### src/rtl/srrip_pkg.sv
// Shared types and constants for the SRRIP set-associative cache lookup.
// No dependencies; every other file of the block but srrip_ram imports this package.
package srrip_pkg;

  localparam int ADDR_W    = 32;
  localparam int CNT_W     = 32;
  localparam int WAY_OUT_W = 2;
  localparam int RRPV_W    = 2;

  localparam logic [RRPV_W-1:0] RRPV_MAX  = 2'd3;
  localparam logic [RRPV_W-1:0] RRPV_FILL = 2'd2;
  localparam logic [RRPV_W-1:0] RRPV_HIT  = 2'd0;

  localparam logic OP_READ  = 1'b0;
  localparam logic OP_WRITE = 1'b1;

  // controller to datapath
  typedef struct packed {
    logic clear_step;
    logic capture;
    logic evaluate;
  } ctl_cmd_t;

  // datapath to controller
  typedef struct packed {
    logic clear_last;
    logic out_stall;
  } ctl_sts_t;

endpackage

### src/rtl/srrip_ctrl.sv
// Sequencer for the SRRIP lookup: clearing pass, accept, evaluate.
// Depends on srrip_pkg for the command and status structs.
module srrip_ctrl (
  input  logic                clk,
  input  logic                rst_n,
  input  logic                in_valid,
  output logic                in_ready,
  input  srrip_pkg::ctl_sts_t sts,
  output srrip_pkg::ctl_cmd_t cmd
);
  import srrip_pkg::*;

  localparam logic [1:0] ST_CLEAR = 2'd0;
  localparam logic [1:0] ST_IDLE  = 2'd1;
  localparam logic [1:0] ST_EVAL  = 2'd2;

  logic [1:0] state_r;
  logic [1:0] state_nxt;

  always_comb begin
    state_nxt      = state_r;
    cmd.clear_step = 1'b0;
    cmd.capture    = 1'b0;
    cmd.evaluate   = 1'b0;
    in_ready       = 1'b0;
    unique case (state_r)
      ST_CLEAR: begin
        cmd.clear_step = 1'b1;
        if (sts.clear_last) begin
          state_nxt = ST_IDLE;
        end
      end
      ST_IDLE: begin
        in_ready = 1'b1;
        if (in_valid) begin
          cmd.capture = 1'b1;
          state_nxt   = ST_EVAL;
        end
      end
      ST_EVAL: begin
        // hold until the result register is free
        if (!sts.out_stall) begin
          cmd.evaluate = 1'b1;
          state_nxt    = ST_IDLE;
        end
      end
      default: begin
        state_nxt = ST_CLEAR;
      end
    endcase
  end

  always_ff @(posedge clk) begin
    if (!rst_n) begin
      state_r <= ST_CLEAR;
    end else begin
      state_r <= state_nxt;
    end
  end

endmodule

### config.mk
export PLATFORM = sky130hd
export DESIGN_NAME = srrip_ctrl
export DESIGN_NICKNAME = d
export VERILOG_FILES = /design/src/rtl/srrip_pkg.sv /design/src/rtl/srrip_ctrl.sv
export SDC_FILE = /design/constraint.sdc
export NUM_CORES = 1
export LEC_CHECK = 0
export BUFFER_PORTS_ARGS = -buffer_cell sky130_fd_sc_hd__buf_2
export CORE_AREA = 2 2 39 41
export DETAILED_ROUTE_END_ITERATION = 10
export DIE_AREA = 0 0 41 43
export PLACE_DENSITY = 0.37
export SLEW_MARGIN = 20
export SYNTH_ARGS = -nofsm -noshare
export SYNTH_HDL_FRONTEND = slang
export SYNTH_SLANG_ARGS = --single-unit
export TNS_END_PERCENT = 20
### constraint.sdc
create_clock -name clk -period 2.5 [get_ports clk]
set_input_delay 0.625 -clock clk [delete_from_list [all_inputs] [get_ports clk]]
set_output_delay 0.625 -clock clk [all_outputs]
set_load 0.02 [all_outputs]
Word-level counts from Yosys, hierarchy flattened
Cells that the tools add are included.
Widths: inputs -> output; s select.
- equality and inequality tests: 5
- multiplexer cells: 10
- reduce and logical (&&, ||, !) cells: 2
- operators by type and width (operator ; number):
    $mux 1 ; 6
    $mux 2 ; 3
    $ne 2x2->1 const B ; 3
    $pmux 2 s3 ; 1
    $reduce_and 3->1 ; 1
    $eq 2x1->1 const B ; 1
    $eq 2x2->1 const B ; 1
    $logic_not 2->1 ; 1
- bits in registers: 2
- input bits: 5
- output and inout port bits: 4
- word-level logic and storage cells: 18

Logic depth before layout (Yosys ltp)
- word-level depth: 3
- gate-level depth with buffers: 2
- gate-level depth less buffers: 2

Worst setup path after synthesis
OpenSTA, ideal clock, no wires.
- kind: input-to-output
- start point: in sts[0] (netlist name)
- end point: out cmd[0] (netlist name)
- arrival: 1143 ps
- data required time: 1875 ps
- slack: 732 ps
- stages: 1
- path buffers: 0
- cells stage by stage: nor3b_1
- longest elaborated chain between the ends: 2
- RTL lines (what ; line ; source):
    start, declared ; srrip_ctrl.sv:8 ; input srrip_pkg::ctl_sts_t sts,
    $mux 1 ; srrip_ctrl.sv:42 ; if (!sts.out_stall) begin
    $mux 1 ; srrip_ctrl.sv:26 ; unique case (state_r)
    end, declared ; srrip_ctrl.sv:9 ; output srrip_pkg::ctl_cmd_t cmd
No other way between the ends.

==> results.cfg <==
[finish]
layout_common_cells = 8 x buf_2, 3 x nor2b_1, 3 x clkbuf_4
diodes = 0
fin_util_pct = 14.0
largestRegisters = state_r (2)
drive_gt1_share_pct = 45.8
final_common_cell = buf_2
finalNetCount = 31
regMostFlops = state_r
largest_reg_flops = 2
area_delta_synth_final_pct = 74.2

[clocking]
cts_tree = done
ctsHoldBuffers = 0
h-tree-depth = 1
cts_buffer_depth = 2
cts_setup_buffers = 0
ctsResizeCount = 0
cts_buffers = 3
cts.clk_slew.worst_paths_ns = 0.03
clkLatencyLatePin_ns = 0.23
cts.sinks = 2
root_buffer = clkbuf_4

[placed_design]
place_worst_setup_slack_ns = 0.724
numPortBuffers = 8
place.gp.congestion = 0.581

[setup_path]
r2r-start = state_r[0]
reg2regPathDepth = 2
cp-startpoint = sts[0]
rrSetupSlack_ns = 1.57
setup.worst_path.end_class = primary output
critPathLaunchType = input port
worstPathMaxFanout = 3
crit_end = cmd[0]
crit_type = input port to primary output
critPathRequiredTime_ns = 1.88
crit_arrival_ns = 1.18
reg2reg_to = state_r[0]

[drt]
drt_iter0_markers = 2
drt-total-wl_um = 335
ant_nets = 0
vias = 126
drcViolationCount = 0
drt-vias-per-instance = 3.15
wire_per_inst_um = 8.38
drt-pass1-iter-count = 2

[logic_synthesis]
synth_nets = 18
yosys_warnings = 0
netlist-cell-type-count = 9
ys_seq_elements = 2
syn_avg_cell_area_sq_um = 8.57
synthCells = 13
synth_area_sq_um = 111
seq_area_frac_synth_pct = 36.0

[sta]
setup_ws_ns = 0.691
period_minus_slack_ns = 1.81
finalClockSkew_ns = 0.00712
drv_slew = 0
rsz0062_at_grt = no
fmax_ghz = 0.553
slew_headroom_pct = 84.1
period_share_pct = 72.3
tns_ns = 0
setup_viol = 0
hold_slack_ns = 0.557
hold_violations = 0
worst_pin_slew_ns = 0.239

[floorplan]
coreArea_sq_um = 1380
row_count = 14
start_util_pct = 8.05
die_w_um = 41
dieArea_sq_um = 1760
die_h_um = 43
io_pins = 9

[global_routing]
grt-ovfl-total = 0
grtUsageTotal_pct = 6.31
grt_pass1_wl_um = 607
grt_max_degree = 9
grt_pass1_vias = 149
antenna_found_initial = 0

[hold_path]
hold_depth = 2
hp-class = flip-flop to flip-flop

[status]
run_status = finished, final reports clean

[power]
power_leakage_uw = 0.0000956
p_per_area_nw_per_um2 = 695
ir_drop_mv = 0.317

[run]
maxCapViolCount = 0
[critical path: stages]
cell	delay, ns
buf_2	0.11
nor3b_1	0.23
buf_2	0.22
[synthesized netlist by cell type (all sizes together)]
| cell type | count | area, sq um |
|---|---|---|
| a21boi | 1 | 7.51 |
| dfxtp | 2 | 40.0 |
| inv | 1 | 3.75 |
| nand3b | 2 | 15.0 |
| nor2 | 1 | 3.75 |
| nor2b | 3 | 18.8 |
| nor3b | 1 | 7.51 |
| o21ai | 1 | 5.00 |
| o311a | 1 | 10.0 |
[cells by family (layout without fill, tap and decap cells)]
| group | after synthesis | count (layout) | share of synthesized area (%) |
|---|---|---|---|
| AOI/OAI and AO/OA | 3 | 3 | 20.2 |
| buffers and inverters | 1 | 12 | 3.37 |
| DFF | 2 | 2 | 36.0 |
| and+or+nand+nor | 7 | 7 | 40.4 |
[per-layer routing]
layer  track usage [%]  routed length, um  up-vias
li1                  -                  -       68
met1              8.28                187       46
met2              4.06                 66       12
met3              9.42                 81        0
met4              4.00                  0        0
met5                 0                  0        -
[worst min-delay path by stage]
stage                           from    endpoint
after global routing      state_r[1]  state_r[1]
after CTS                 state_r[1]  state_r[1]
after global placement    state_r[1]  state_r[1]
after floorplan           state_r[1]  state_r[1]
after detailed placement  state_r[1]  state_r[1]
final                     state_r[1]  state_r[1]
[layout make-up]
cell class / instances / area (sq um)
clock buffers: 3 / 22.5
fillers: 156 / 1190
flip-flops and latches: 2 / 40.0
repair buffers: 8 / 40.0
inverters: 1 / 3.75
multi-input cells: 10 / 67.6
well taps: 16 / 20.0
[power breakdown]
part / internal [uW] / switching, uW / total [uW]
combinational: 10.9 / 12.8 / 23.7
sequential: 34.6 / 3.88 / 38.5
clock: 53.0 / 19.5 / 72.5
total: 98.5 / 36.2 / 135
[stage by stage]
stage | power (uW) | instance area [sq um] | instances
2_1_floorplan | 52.4 | 111 | 13
3_3_place_gp | 62.9 | 171 | 37
3_5_place_dp | 62.6 | 171 | 37
4_1_cts | 139 | 194 | 40
5_1_grt | 147 | 194 | 40
6_report | 135 | 194 | 40
Power figures use the tool's default switching activity.
